## config.mk

```make
export PLATFORM = sky130hd
export DESIGN_NAME = compacting_keyed_list
export DESIGN_NICKNAME = d
export VERILOG_FILES = /design/src/rtl/ckl_pkg.sv /design/src/rtl/ckl_ctrl.sv /design/src/rtl/ckl_dp.sv /design/src/rtl/compacting_keyed_list.sv
export VERILOG_INCLUDE_DIRS = /design/src /design/src/rtl
export SDC_FILE = /design/constraint.sdc
export NUM_CORES = 1
export LEC_CHECK = 0
export ABC_AREA = 1
export ABC_CLOCK_PERIOD_IN_PS = 4190
export BUFFER_PORTS_ARGS = -buffer_cell sky130_fd_sc_hd__buf_4
export CORE_ASPECT_RATIO = 1.25
export CORE_MARGIN = 3
export CORE_UTILIZATION = 34
export CTS_BUF_LIST = sky130_fd_sc_hd__clkbuf_16
export DETAILED_ROUTE_END_ITERATION = 8
export GPL_TIMING_DRIVEN = 0
export PLACE_DENSITY = 0.53
export REMOVE_ABC_BUFFERS = 1
export SLEW_MARGIN = 5
export SYNTH_ARGS = -nofsm -noshare
export SYNTH_HDL_FRONTEND = slang
export SYNTH_SLANG_ARGS = --single-unit
```

## constraint.sdc

```tcl
create_clock -name clk_i -period 4.19 [get_ports clk_i]
set_clock_uncertainty 0.05 [all_clocks]
set_input_delay 0.2095 -clock clk_i [delete_from_list [all_inputs] [get_ports clk_i]]
set_output_delay 0.2095 -clock clk_i [all_outputs]
set_load 0.01 [all_outputs]
```

## src/rtl/assert_macros.svh

```systemverilog
// assertion macros shared by the rtl modules
`ifndef ASSERT_MACROS_SVH
`define ASSERT_MACROS_SVH

`ifndef SYNTHESIS

// property must hold at every clock edge outside reset
`define ASSERT_PROP(label, clk, rst_n, prop, msg) \
  label: assert property (@(posedge clk) disable iff (!(rst_n)) (prop)) else $error(msg);

// boolean condition must never be true outside reset
`define ASSERT_NEVER(label, clk, rst_n, cond, msg) \
  label: assert property (@(posedge clk) disable iff (!(rst_n)) !(cond)) else $error(msg);

`else

`define ASSERT_PROP(label, clk, rst_n, prop, msg)
`define ASSERT_NEVER(label, clk, rst_n, cond, msg)

`endif

`endif

```

## src/rtl/ckl_pkg.sv

```systemverilog
// shared types, widths and codes of the compacting keyed list
package ckl_pkg;

  localparam int CAPACITY_DEF = 16;

  localparam int OP_W    = 2;
  localparam int KEY_W   = 16;
  localparam int PAY_W   = 16;
  localparam int STAT_W  = 2;
  localparam int POS_W   = 4;
  localparam int ENTRY_W = 5;

  localparam logic [OP_W-1:0] OP_ADD    = 2'd0;
  localparam logic [OP_W-1:0] OP_REMOVE = 2'd1;
  localparam logic [OP_W-1:0] OP_FIND   = 2'd2;

  localparam logic [STAT_W-1:0] ST_DONE      = 2'd0;
  localparam logic [STAT_W-1:0] ST_FULL      = 2'd1;
  localparam logic [STAT_W-1:0] ST_NOT_FOUND = 2'd2;

  // controller to datapath commands, at most one active per cycle
  typedef struct packed {
    logic load;
    logic match;
    logic pick;
    logic apply;
  } ckl_cmd_t;

endpackage

```

## src/rtl/ckl_ctrl.sv

```systemverilog
// sequencing controller: accept, compare, select, update and result hand-off
`include "assert_macros.svh"

module ckl_ctrl
  import ckl_pkg::*;
(
  input  logic     clk_i,
  input  logic     rst_ni,
  input  logic     in_valid_i,
  output logic     in_stall_o,
  output logic     out_valid_o,
  input  logic     out_stall_i,
  output ckl_cmd_t cmd_o
);

  typedef enum logic [1:0] {
    S_IDLE,
    S_MATCH,
    S_PICK,
    S_APPLY
  } state_e;

  state_e state_q;
  logic   out_valid_q;
  logic   out_free;

  // output register is free when empty or being drained this cycle
  assign out_free = !out_valid_q || !out_stall_i;

  always_comb begin
    cmd_o       = '0;
    cmd_o.load  = (state_q == S_IDLE) && in_valid_i;
    cmd_o.match = (state_q == S_MATCH);
    cmd_o.pick  = (state_q == S_PICK);
    cmd_o.apply = (state_q == S_APPLY) && out_free;
  end

  assign in_stall_o  = (state_q != S_IDLE);
  assign out_valid_o = out_valid_q;

  always_ff @(posedge clk_i or negedge rst_ni) begin
    if (!rst_ni) begin
      state_q     <= S_IDLE;
      out_valid_q <= 1'b0;
    end else begin
      case (state_q)
        S_IDLE: begin
          if (in_valid_i) begin
            state_q <= S_MATCH;
          end
        end
        S_MATCH: state_q <= S_PICK;
        S_PICK:  state_q <= S_APPLY;
        S_APPLY: begin
          if (out_free) begin
            state_q <= S_IDLE;
          end
        end
        default: state_q <= S_IDLE;
      endcase

      if (cmd_o.apply) begin
        out_valid_q <= 1'b1;
      end else if (!out_stall_i) begin
        out_valid_q <= 1'b0;
      end
    end
  end

  `ASSERT_PROP(a_accept_to_match, clk_i, rst_ni, (in_valid_i && !in_stall_o) |=> (state_q == S_MATCH), "accepted beat did not start compare")
  `ASSERT_PROP(a_cmd_onehot0, clk_i, rst_ni, $onehot0(cmd_o), "more than one datapath command")
  `ASSERT_PROP(a_apply_gives_result, clk_i, rst_ni, cmd_o.apply |=> (out_valid_q && state_q == S_IDLE), "update without result beat")
  `ASSERT_NEVER(a_no_overwrite, clk_i, rst_ni, cmd_o.apply && out_valid_q && out_stall_i, "result overwritten while stalled")

endmodule

```

## src/rtl/ckl_dp.sv

```systemverilog
// datapath: entry cells, parallel key compare, first-match select, shift and result register
`include "assert_macros.svh"

module ckl_dp
  import ckl_pkg::*;
#(
  parameter int CAPACITY = CAPACITY_DEF
) (
  input  logic               clk_i,
  input  logic               rst_ni,
  input  ckl_cmd_t           cmd_i,
  input  logic [OP_W-1:0]    operation_i,
  input  logic [KEY_W-1:0]   key_i,
  input  logic [PAY_W-1:0]   payload_i,
  output logic [STAT_W-1:0]  status_o,
  output logic [PAY_W-1:0]   found_payload_o,
  output logic [POS_W-1:0]   found_position_o,
  output logic [ENTRY_W-1:0] entry_count_o
);

  localparam int CNT_W = $clog2(CAPACITY + 1);
  localparam int IDX_W = (CAPACITY > 1) ? $clog2(CAPACITY) : 1;
  localparam logic [CNT_W-1:0] CNT_MAX = CNT_W'(CAPACITY);

  // latched input beat
  logic [OP_W-1:0]  op_q;
  logic [KEY_W-1:0] srch_key_q;
  logic [PAY_W-1:0] new_pay_q;

  // entry cells
  logic [KEY_W-1:0] key_mem_q [CAPACITY];
  logic [PAY_W-1:0] pay_mem_q [CAPACITY];
  logic [CNT_W-1:0] count_q;
  logic [CNT_W-1:0] count_d;

  // compare and select stages
  logic [CAPACITY-1:0] match_d, match_q;
  logic [CAPACITY-1:0] first_q;
  logic [CAPACITY-1:0] below_q;

  // result register
  logic [STAT_W-1:0]  status_q, status_d;
  logic [PAY_W-1:0]   fpay_q, fpay_d;
  logic [POS_W-1:0]   fpos_q, fpos_d;
  logic [ENTRY_W-1:0] fcount_q;

  logic             hit;
  logic [IDX_W-1:0] pos_sel;
  logic [PAY_W-1:0] pay_sel;
  logic             add_en;
  logic             rem_en;

  always_comb begin
    for (int i = 0; i < CAPACITY; i++) begin
      match_d[i] = (key_mem_q[i] == srch_key_q) && (CNT_W'(i) < count_q);
    end
  end

  // one-hot of the first match drives encode and payload select
  always_comb begin
    pos_sel = '0;
    pay_sel = '0;
    for (int i = 0; i < CAPACITY; i++) begin
      if (first_q[i]) begin
        pos_sel = pos_sel | IDX_W'(i);
        pay_sel = pay_sel | pay_mem_q[i];
      end
    end
  end

  assign hit = |first_q;

  always_comb begin
    status_d = ST_DONE;
    fpay_d   = '0;
    fpos_d   = '0;
    count_d  = count_q;
    add_en   = 1'b0;
    rem_en   = 1'b0;
    case (op_q)
      OP_ADD: begin
        if (count_q < CNT_MAX) begin
          add_en  = 1'b1;
          count_d = count_q + CNT_W'(1);
        end else begin
          status_d = ST_FULL;
        end
      end
      OP_REMOVE: begin
        if (hit) begin
          rem_en  = 1'b1;
          count_d = count_q - CNT_W'(1);
          fpos_d  = POS_W'(pos_sel);
        end else begin
          status_d = ST_NOT_FOUND;
        end
      end
      OP_FIND: begin
        if (hit) begin
          fpay_d = pay_sel;
          fpos_d = POS_W'(pos_sel);
        end else begin
          status_d = ST_NOT_FOUND;
        end
      end
      default: ;
    endcase
  end

  always_ff @(posedge clk_i or negedge rst_ni) begin
    if (!rst_ni) begin
      count_q <= '0;
    end else if (cmd_i.apply) begin
      count_q <= count_d;
    end
  end

  always_ff @(posedge clk_i) begin
    if (cmd_i.load) begin
      op_q       <= operation_i;
      srch_key_q <= key_i;
      new_pay_q  <= payload_i;
    end
    if (cmd_i.match) begin
      match_q <= match_d;
    end
    if (cmd_i.pick) begin
      first_q <= match_q & (~match_q + CAPACITY'(1));
      below_q <= ~match_q & (match_q - CAPACITY'(1));
    end
    if (cmd_i.apply) begin
      status_q <= status_d;
      fpay_q   <= fpay_d;
      fpos_q   <= fpos_d;
      fcount_q <= ENTRY_W'(count_d);
    end
  end

  // cells at and above the removed one take their upper neighbor
  always_ff @(posedge clk_i) begin
    for (int i = 0; i < CAPACITY; i++) begin
      if (cmd_i.apply && add_en && (CNT_W'(i) == count_q)) begin
        key_mem_q[i] <= srch_key_q;
        pay_mem_q[i] <= new_pay_q;
      end else if (cmd_i.apply && rem_en && !below_q[i] && (i + 1 < CAPACITY)) begin
        key_mem_q[i] <= key_mem_q[(i + 1) % CAPACITY];
        pay_mem_q[i] <= pay_mem_q[(i + 1) % CAPACITY];
      end
    end
  end

  assign status_o         = status_q;
  assign found_payload_o  = fpay_q;
  assign found_position_o = fpos_q;
  assign entry_count_o    = fcount_q;

  `ASSERT_NEVER(a_count_bound, clk_i, rst_ni, count_q > CNT_MAX, "entry count above capacity")
  `ASSERT_PROP(a_first_onehot0, clk_i, rst_ni, cmd_i.apply |-> $onehot0(first_q), "first match not one-hot")
  `ASSERT_PROP(a_add_counts_up, clk_i, rst_ni, (cmd_i.apply && add_en) |=> (count_q == $past(count_q) + CNT_W'(1)), "add did not grow the list")
  `ASSERT_PROP(a_remove_counts_down, clk_i, rst_ni, (cmd_i.apply && rem_en) |=> (count_q == $past(count_q) - CNT_W'(1)), "remove did not shrink the list")

endmodule

```

## src/rtl/compacting_keyed_list.sv

```systemverilog
// top level of the compacting keyed list
//
// Holds up to CAPACITY entries of a 16-bit key and a 16-bit payload handle,
// in insertion order. The input channel (in_valid_i / in_stall_o) carries an
// operation code, a key and a payload: add appends at the tail, remove drops
// the first entry with a matching key and closes the gap, find looks up the
// first matching entry. Each input beat gives exactly one output beat
// (out_valid_o / out_stall_i) with status, found payload, found position and
// the entry count after the operation.
// Each item steps through accept, compare the key against every cell at
// once, pick the first match, then update the cells and load the result
// register. The input stalls until the item has left its update step, so
// a new input beat is taken only once the previous item is done.
// The result register sits between the two sides; while the receiver stalls,
// the held result stays put and the next item still runs up to its update
// step, where it waits until the register frees.
// Reset clears the entry count and the handshake state; the cells themselves
// are not cleared, as only entries below the count are ever looked at.

module compacting_keyed_list
  import ckl_pkg::*;
#(
  parameter int CAPACITY = CAPACITY_DEF
) (
  input  logic               clk_i,
  input  logic               rst_ni,
  input  logic               in_valid_i,
  output logic               in_stall_o,
  input  logic [OP_W-1:0]    operation_i,
  input  logic [KEY_W-1:0]   key_i,
  input  logic [PAY_W-1:0]   payload_i,
  output logic               out_valid_o,
  input  logic               out_stall_i,
  output logic [STAT_W-1:0]  status_o,
  output logic [PAY_W-1:0]   found_payload_o,
  output logic [POS_W-1:0]   found_position_o,
  output logic [ENTRY_W-1:0] entry_count_o
);

  ckl_cmd_t cmd;

  ckl_ctrl u_ctrl (
    .clk_i       (clk_i),
    .rst_ni      (rst_ni),
    .in_valid_i  (in_valid_i),
    .in_stall_o  (in_stall_o),
    .out_valid_o (out_valid_o),
    .out_stall_i (out_stall_i),
    .cmd_o       (cmd)
  );

  ckl_dp #(
    .CAPACITY (CAPACITY)
  ) u_dp (
    .clk_i            (clk_i),
    .rst_ni           (rst_ni),
    .cmd_i            (cmd),
    .operation_i      (operation_i),
    .key_i            (key_i),
    .payload_i        (payload_i),
    .status_o         (status_o),
    .found_payload_o  (found_payload_o),
    .found_position_o (found_position_o),
    .entry_count_o    (entry_count_o)
  );

endmodule

```

# Yosys cells after proc, flatten, opt, wreduce, memory -nomap -nowiden
# Memory sizes are Yosys's and may differ from the RTL's.
# Cells that the tools add are included.
# Widths: inputs -> output; s select.
dict set report classes {
  addsub 4
  n_lt_le_gt_ge 17
  eq_ne 39
  muxes 159
  n_bitwise 48
  reduce_logical 80
}
# op count
set ops {}
lappend ops {{$mux 16} 48}
lappend ops {{$eq 16x16->1} 16}
lappend ops {{$or 16x16->16} 15}
lappend ops {{$mux 1} 87}
lappend ops {{$logic_and 1x1->1} 51}
lappend ops {{$reduce_or 16->1} 3}
lappend ops {{$eq 4x5->1 const A} 8}
lappend ops {{$lt 4x5->1 const A} 8}
lappend ops {{$mux 4} 10}
lappend ops {{$or 1x1->1} 30}
lappend ops {{$eq 3x5->1 const A} 4}
lappend ops {{$lt 3x5->1 const A} 4}
lappend ops {{$logic_not 1->1} 17}
lappend ops {{$add 16x1->16 const B} 1}
lappend ops {{$and 16x16->16} 1}
lappend ops {{$not 16->16} 1}
lappend ops {{$and 15x15->15} 1}
lappend ops {{$sub 15x1->15 const B} 1}
lappend ops {{$mux 3} 4}
lappend ops {{$eq 2x5->1 const A} 2}
lappend ops {{$lt 1x5->1 const A} 2}
lappend ops {{$lt 2x5->1 const A} 2}
lappend ops {{$mux 2} 5}
lappend ops {{$mux 5} 2}
lappend ops {{17 further kinds} 24}
dict set report word_totals {
  regBits 116
  mem_bits_rw 512
  input_bits 38
  elab_cells 362
  mem_count 2
}
# name depth word_bits rd rd_ports_with_merged_regs write_ports line_no
set mem_list {}
lappend mem_list {u_dp.key_mem_q 16 16 16 0 15 ckl_dp.sv:31} ;# logic [KEY_W-1:0] key_mem_q [CAPACITY];
lappend mem_list {u_dp.pay_mem_q 16 16 16 0 15 ckl_dp.sv:32} ;# logic [PAY_W-1:0] pay_mem_q [CAPACITY];

# Depth between registers and ports, before layout
# Gate-level depths: netlist of run 1.
# An unclocked memory read counts as a cell.
dict set report logic_depth {
  depth_word 32
  depth_mapped 12
  ltp_nobuf 11
}

# Hierarchy
# A second synthesis of run 1 with hierarchy kept.
dict set report unflattened {
  cells_unflattened 2850
  area_unflattened_um2 31831.8
}
# module instances cells_per_inst area_each_um2
set by_module_without_submodules {}
lappend by_module_without_submodules {ckl_dp 1 2820 31596.6}
lappend by_module_without_submodules {ckl_ctrl 1 30 235.2}

# Worst setup path before layout of run 1
# Ideal clock, no wire load.
dict set report synth_path {
  path_type {register to register}
  from {reg u_dp.op_q[0]}
  to {mem u_dp.key_mem_q[13][0] (netlist: u_dp.key_mem_q[1][80]) (enable)}
  t_arrival_ps 3518
  t_required_ps 3674
  setup_slack_ps 156
  path_stages_with_launch 9
  period_less_slack_ps 4034
  cell_sequence {edfxtp_1 -> inv_1 -> ha_1 -> inv_2 -> nor2_4 -> nand2_4 -> inv_2 -> nand2_1 -> o21ai_0}
}
# item line_no
set synth_lines {}
lappend synth_lines {{from (decl)} ckl_dp.sv:26} ;# logic [OP_W-1:0] op_q;
lappend synth_lines {{from (signal assigned)} ckl_dp.sv:120} ;# op_q <= operation_i;
lappend synth_lines {{to (decl)} ckl_dp.sv:31}

# Worst setup path in the final report of run 1
dict set report layout_path {
  from {reg u_dp.srch_key_q[12]}
  to {reg u_dp.match_q[15], data pin}
}
dict set report layout_between {
  elab_chain_cells 2
}
# item line_no
set layout_lines {}
lappend layout_lines {{from (decl)} ckl_dp.sv:27} ;# logic [KEY_W-1:0] srch_key_q;
lappend layout_lines {{from (signal assigned)} ckl_dp.sv:121} ;# srch_key_q <= key_i;
lappend layout_lines {{$eq 16x16->1} ckl_dp.sv:55} ;# match_d[i] = (key_mem_q[i] == srch_key_q) && (CNT_W'(i) < count_q);
lappend layout_lines {{$logic_and 1x1->1} ckl_dp.sv:55}
lappend layout_lines {{net u_dp.match_d[15]} ckl_dp.sv:37} ;# logic [CAPACITY-1:0] match_d, match_q;
lappend layout_lines {{to (signal assigned)} ckl_dp.sv:125} ;# match_q <= match_d;
lappend layout_lines {{to (decl)} ckl_dp.sv:37}
# The timed path passes the listed nets, and every way through them passes these cells.
# A chain may end at the register's enable or synchronous reset.

==> results of run 1 <==
metal layers:
layer | GRT usage, % | vias up | part of all wire (%)
li1 | - | 10180 | -
met1 | 26.59 | 11030 | 40
met2 | 34.24 | 1035 | 48
met3 | 3.163 | 235 | 7.6
met4 | 8.730 | 0 | 4.2
met5 | 0 | - | 0
power by group through the flow:
stage	clock, W	sequential [W]	combinational (W)
CTS	0.00650	0.00913	0.00409
finish	0.00640	0.00916	0.00406
global placement	0	0.00933	0.00372
detailed placement	0	0.00925	0.00404
global route	0.00674	0.00919	0.00447
floorplan	0	0.00869	0.00247
registers in the layout, indices dropped and copies added, names as in the netlist:
| name | count |
|---|---|
| u_ctrl.state_q | 2 |
| u_dp.found_position_o | 4 |
| u_dp.match_q | 16 |
| u_dp.srch_key_q | 16 |
| u_dp.entry_count_o | 5 |
| u_dp.status_o | 2 |
| u_dp.pay_mem_q | 256 |
| u_dp.below_q | 15 |
| u_dp.op_q | 2 |
| u_dp.found_payload_o | 16 |
| u_dp.count_q | 5 |
| u_dp.key_mem_q | 256 |
| u_dp.first_q | 16 |
| u_dp.new_pay_q | 16 |
| u_ctrl.out_valid_o | 1 |
critical path: cells and delay by family (launching register included):
kind	cells	cell delay [ps]
buf+inv	1	1320
flops	1	1130
simple gates	3	580
compound gates	1	500
logic make-up after synthesis:
| family | count (synthesis) |
|---|---|
| and+or+nand+nor | 1017 |
| AOI/OAI and AO/OA | 738 |
| DFF | 628 |
| adders and majority gates | 15 |
| xor gates and xnor gates | 145 |
| buffers and inverters | 316 |
layout by cell type, fill, tap and decap left out, types with 44 or more instances in the layout:
cell / instances
o21ai_1: 300
o21ai_0: 215
nand2_1: 648
buf_4: 67
xnor2_1: 69
nand3_1: 44
nor2_1: 202
a22o_1: 141
xor2_1: 76
inv_1: 106
clkbuf_16: 73
edfxtp_1: 620
cell type report:
cell class	instances	area, sq um
tap	1178	1474
fill	8578	53470
inverter	108	407.9
timing repair buffer	148	1882
multi-input combinational	1915	10420
clock buffer	73	1827
clock inverter	60	544.3
sequential	628	18820
worst paths after layout:
| check | to | slack, ps | cells after the start |
|---|---|---|---|
| max reg2reg | u_dp.match_q[15] | 370 | 5 |
| min reg2reg | u_dp.pay_mem_q[1][127] | 400 | 0 |
| min in group asynchronous | u_dp.count_q[2] | 540 | 3 |
| min | u_dp.srch_key_q[2] | 260 | 2 |
| max in group asynchronous | u_dp.count_q[4] | 3270 | 3 |
| max | u_dp.match_q[15] | 370 | 5 |
stage by stage:
step	instance area [sq um]	hold WS (ps)	utilization [%]
2_1_floorplan	29470	-136.1	-
3_3_place_gp	31440	-18.87	35.39
3_5_place_dp	32620	-13.81	36.72
4_1_cts	35370	216.5	39.82
5_1_grt	35370	251.4	39.82
6_report	35370	255.1	39.82
==> metrics.csv, run 1 <==
metric;value;unit
vias in the first global route;21980;
Clk pin slew, worst setup/hold paths;60;ps
Pins Over Slew Limit;0;
Tmin final;3817;ps
layout cells sized above 1;10.16;%
Critical R2R Launch;u_dp.srch_key_q[12];
Peak Freq;262.0;MHz
Crit path required time;4530;ps
Post-Synthesis Cells;2859;
Synth top area share;60.83;%
mux share of post-synthesis cell area;0;%
adder-cell share of the synthesized area;0.6132;%
worst skew pair latency;620;ps
Root Driver;clkbuf_16;
RD Place Congestion;0.8483;
relative slew slack;5.565;%
crit path from;u_dp.srch_key_q[12];
input/output buffers;66;
Worst-Margin Slew;1417;ps
final setup margin;372.9;ps
CP max FO;27;
all-layer global routing usage;20.55;%
DRC viols;0;
Hold Path Class;in -> reg;
switch share;32.63;%
Finished Layout Cells;4110;
cell accounting for the most synthesized area;edfxtp_1;
post-route ant nets;0;
pre-CTS WS;442.2;ps
number of I/O pins;67;
Post-synth EDFFs;620;
crit path DAT;4160;ps
drt first pass iters;5;
critical path class;reg -> reg;
critical path endpoint category;flip-flop;
sequential element share of the synthesized area;61.49;%
initial antenna violation count;1;
Post-CTS Setup Inserts;0;
RSZ-0062 raised after global routing;no;
Most used DFF post-synth;edfxtp_1;
Post-Syn Area;0.03061;sq mm
clock tree from TritonCTS;built;
Power Density;554.9;mW/mm^2
Async S/R FF share, synth;1.274;%
first-pass GRT wire length;142.3;mm
initial core utilization;34.45;%
post-DR wirelength/cell;23.81;um
run status;complete, no violations;
Worst path max stage delay;1320;ps
Crit-path slowest cell;clkinv_1;
Synth cell types;47;
Vias/cell;5.469;
most common library cells after synthesis;nand2_1 (650), edfxtp_1 (620), o21ai_1 (300), o21ai_0 (228), nor2_1 (202);
Clk pwr share;32.6;%
final hold violation count;0;
combinational power share;20.7;%
Total Routed Length;97.84;mm
vias post-DR;22480;
Max Buffers Root-to-Sink;3;
Syn Area/Cell;10.71;sq um
Die Wd;274.4;um
max capacitance violation total;0;
Antenna Cells;0;
Synth-to-Final Area Change;15.58;%
clk sinks;628;
top post-synthesis cells by area;edfxtp_1 (61%), nand2_1 (8.0%), o21ai_1 (4.9%);
Cells after DPL;3939;
most numerous cell in the Yosys netlist;nand2_1;
Post-DP HPWL;61.30;mm
simple-gate share of the synthesized area;14.50;%
Synth warnings;0;
Synth Area in Compound Gates;14.23;%
H-tree Lvls;3;
Worst setup SP type;flip-flop;
TritonCTS buffer count;72;
register share of total power;46.7;%
largest net degree at the start of global routing;65;
Initial DRC Count;2217;
nets;2926;
XOR/XNOR share of the synthesized area;4.149;%
Core Rows;122;
crit path cell chain;clkinv_1, a22o_1, nor3_1, nand3_1, nor2_1;
Int Power;0.01322;W
# setup viols final;0;
die area;0.09367;sq mm
Worst Hold Launch;key_i[2];
largest family of logic cells by synthesized area;simple AND/OR/NAND/NOR gates;
total gr overflow;0;
Seq cells post-synth;628;
CTS resizes;0;
net switching power;0.006405;W
Worst VDD drop;0.0003686;V
hold buffers post-CTS;38;
final setup TNS;0;ps
Static Leak;11.61;nW
die height;341.4;um
Tot Pwr;0.01963;W
Final period util;91.10;%
Core ar.;0.08884;sq mm
Power figures use the tool's default switching activity.
==> inputs of run 2 (changes only) <==
Settings changed: ABC_CLOCK_PERIOD_IN_PS 4190 to 4900, PLACE_DENSITY 0.53 to 0.52.
Clock period 4.19 ns to 4.9 ns, I/O delays scaled along.
==> run 2 against run 1 <==
Effect of this change:
- worst setup slack gained 520 ps
- global-route usage grew 0.16 points
- sequential share of layout area is essentially flat
==> metrics.csv, run 2 (synthesis results as in run 1) <==
metric;value;unit;change
Largest regs;u_dp.key_mem_q (256), u_dp.pay_mem_q (256);;
post-DR wirelength/cell;24.06;um;+1.1%
all-layer global routing usage;20.71;%;+0.16 points
worst skew pair latency;630;ps;about the same
combinational power share;20.9;%;+0.2 points
Tot Pwr;0.01667;W;-15%
Post-DP HPWL;62.20;mm;+1.5%
CP max FO;27;;unchanged
largest net degree at the start of global routing;65;;unchanged
die area;0.09367;sq mm;unchanged
Worst path max stage delay;1350;ps;+30 ps
Int Power;0.01120;W;-15%
RD Place Congestion;0.8684;;+2.4%
Critical R2R Launch;u_dp.srch_key_q[12];;
drt first pass iters;6;;+1
clk sinks;628;;unchanged
Worst-Margin Slew;1455;ps;+38.08 ps
layout cells sized above 1;10.09;%;-0.072 points
Clk pin slew, worst setup/hold paths;50;ps;about the same
die height;341.4;um;unchanged
Post-DP Area;0.03262;sq mm;about the same
first-pass GRT wire length;143.5;mm;+0.83%
clock tree from TritonCTS;built;;
Vias/cell;5.461;;-0.15%
Cells after DPL;3938;;-0.025%
Worst VDD drop;0.0003249;V;-12%
Tmin final;4008;ps;+191.3 ps
RSZ-0062 raised after global routing;no;;
vias in the first global route;21770;;-0.98%
Worst Hold Launch;key_i[10];;
TritonCTS buffer count;74;;+2.8%
Core Rows;122;;unchanged
Power Density;471.7;mW/mm^2;-15%
CTS resizes;0;;unchanged
vias post-DR;22460;;-0.098%
number of I/O pins;67;;unchanged
DRC viols;0;;unchanged
Worst setup SP type;flip-flop;;
Core ar.;0.08884;sq mm;unchanged
input/output buffers;66;;unchanged
initial core utilization;34.45;%;unchanged
Hold Path Class;in -> reg;;
# setup viols final;0;;unchanged
Initial DRC Count;2043;;-7.8%
crit path cell chain;clkinv_1, nand2_1, o211ai_1, nor3_1, nand3_1, nor2_1;;
Total Routed Length;98.92;mm;+1.1%
most common cell after layout, fill and taps aside;nand2_1;;
WP buf/inv;1;;unchanged
Crit path required time;5240;ps;+710 ps
initial antenna violation count;1;;unchanged
Pins Over Slew Limit;0;;unchanged
H-tree Lvls;3;;unchanged
run status;complete, no violations;;
net switching power;0.005475;W;-15%
Crit-path slowest cell;clkinv_1;;
Finished Cell Area;0.03535;sq mm;about the same
nets;2927;;+0.034%
Root Driver;clkbuf_16;;
hold buffers post-CTS;38;;unchanged
Post-CTS Setup Inserts;0;;unchanged
Static Leak;11.59;nW;-0.19%
highest-count cells in the layout ignoring fill and taps;nand2_1 (648), edfxtp_1 (620), o21ai_1 (300);;
Final period util;81.80;%;-9.3 points
crit path DAT;4350;ps;+190 ps
crit path from;u_dp.srch_key_q[12];;
Peak Freq;249.5;MHz;-4.8%
critical path endpoint category;flip-flop;;
register share of total power;47.0;%;+0.3 points
relative slew slack;3.026;%;-2.5 points
Hold WS;288.7;ps;+33.59 ps
max capacitance violation total;0;;unchanged
Clk pwr share;32.1;%;-0.5 points
post-route ant nets;0;;unchanged
critical path class;reg -> reg;;
Finished Layout Cells;4112;;+0.049%
final hold violation count;0;;unchanged
Max Buffers Root-to-Sink;3;;unchanged
crit-path leading delay family;buffers and inverters;;
switch share;32.84;%;+0.20 points
Die Wd;274.4;um;unchanged
total gr overflow;0;;unchanged
Synth-to-Final Area Change;15.49;%;about the same
-- run 2: cell count changes in the layout (fill, tap and decap cells not counted), moves of 2 or more --
cell,delta
inv_1,-3
bufinv_16,-5
clkinv_8,+2
clkinv_1,+6
inv_6,-3
clkbuf_16,+5
clkinv_2,+2
-- run 2: metal layers --
metal	wire length, um	up-vias	GRT usage, %
met3	7474	233	2.938
met1	40160	10970	26.85
li1	-	10190	-
met2	47170	1063	34.76
met4	4104	2	8.531
met5	11	-	0
-- run 2: power groups by stage --
stage                     clock network [W]  registers [W]  logic, W
after floorplan                           0        0.00743   0.00211
after global placement                    0        0.00798   0.00320
after detailed placement                  0        0.00791   0.00347
after CTS                           0.00545        0.00780   0.00350
after global routing                0.00565        0.00785   0.00383
final                               0.00535        0.00784   0.00348
-- run 2: cell type report --
class | instances | area [sq um]
antenna | 1 | 2.502
clock buffer | 78 | 1952
clock inverter | 57 | 394.1
fill | 8585 | 53490
inverter | 108 | 407.9
multi-input combinational | 1915 | 10420
sequential | 628 | 18820
tap | 1178 | 1474
timing repair buffer | 147 | 1878
-- run 2: metrics by stage --
| step | util (%) | setup slack [ps] | setup TNS, ps |
|---|---|---|---|
| final | 39.79 | 891.6 | 0 |
| after global routing | 39.78 | 851.5 | 0 |
| after CTS | 39.78 | 969.1 | 0 |
| after detailed placement | 36.71 | 990.1 | 0 |
| after global placement | 35.39 | -3481 | -1357930 |
| after floorplan | - | 296.1 | 0 |
-- run 2: final timing paths --
check | cells past startpoint | endpoint | slack [ps]
max in group asynchronous | 3 | u_dp.count_q[0] | 3980
max reg2reg | 6 | u_dp.match_q[5] | 890
min reg2reg | 0 | u_dp.pay_mem_q[1][122] | 400
min in group asynchronous | 3 | u_ctrl.out_valid_o | 560
max | 6 | u_dp.match_q[5] | 890
min | 2 | u_dp.srch_key_q[10] | 290
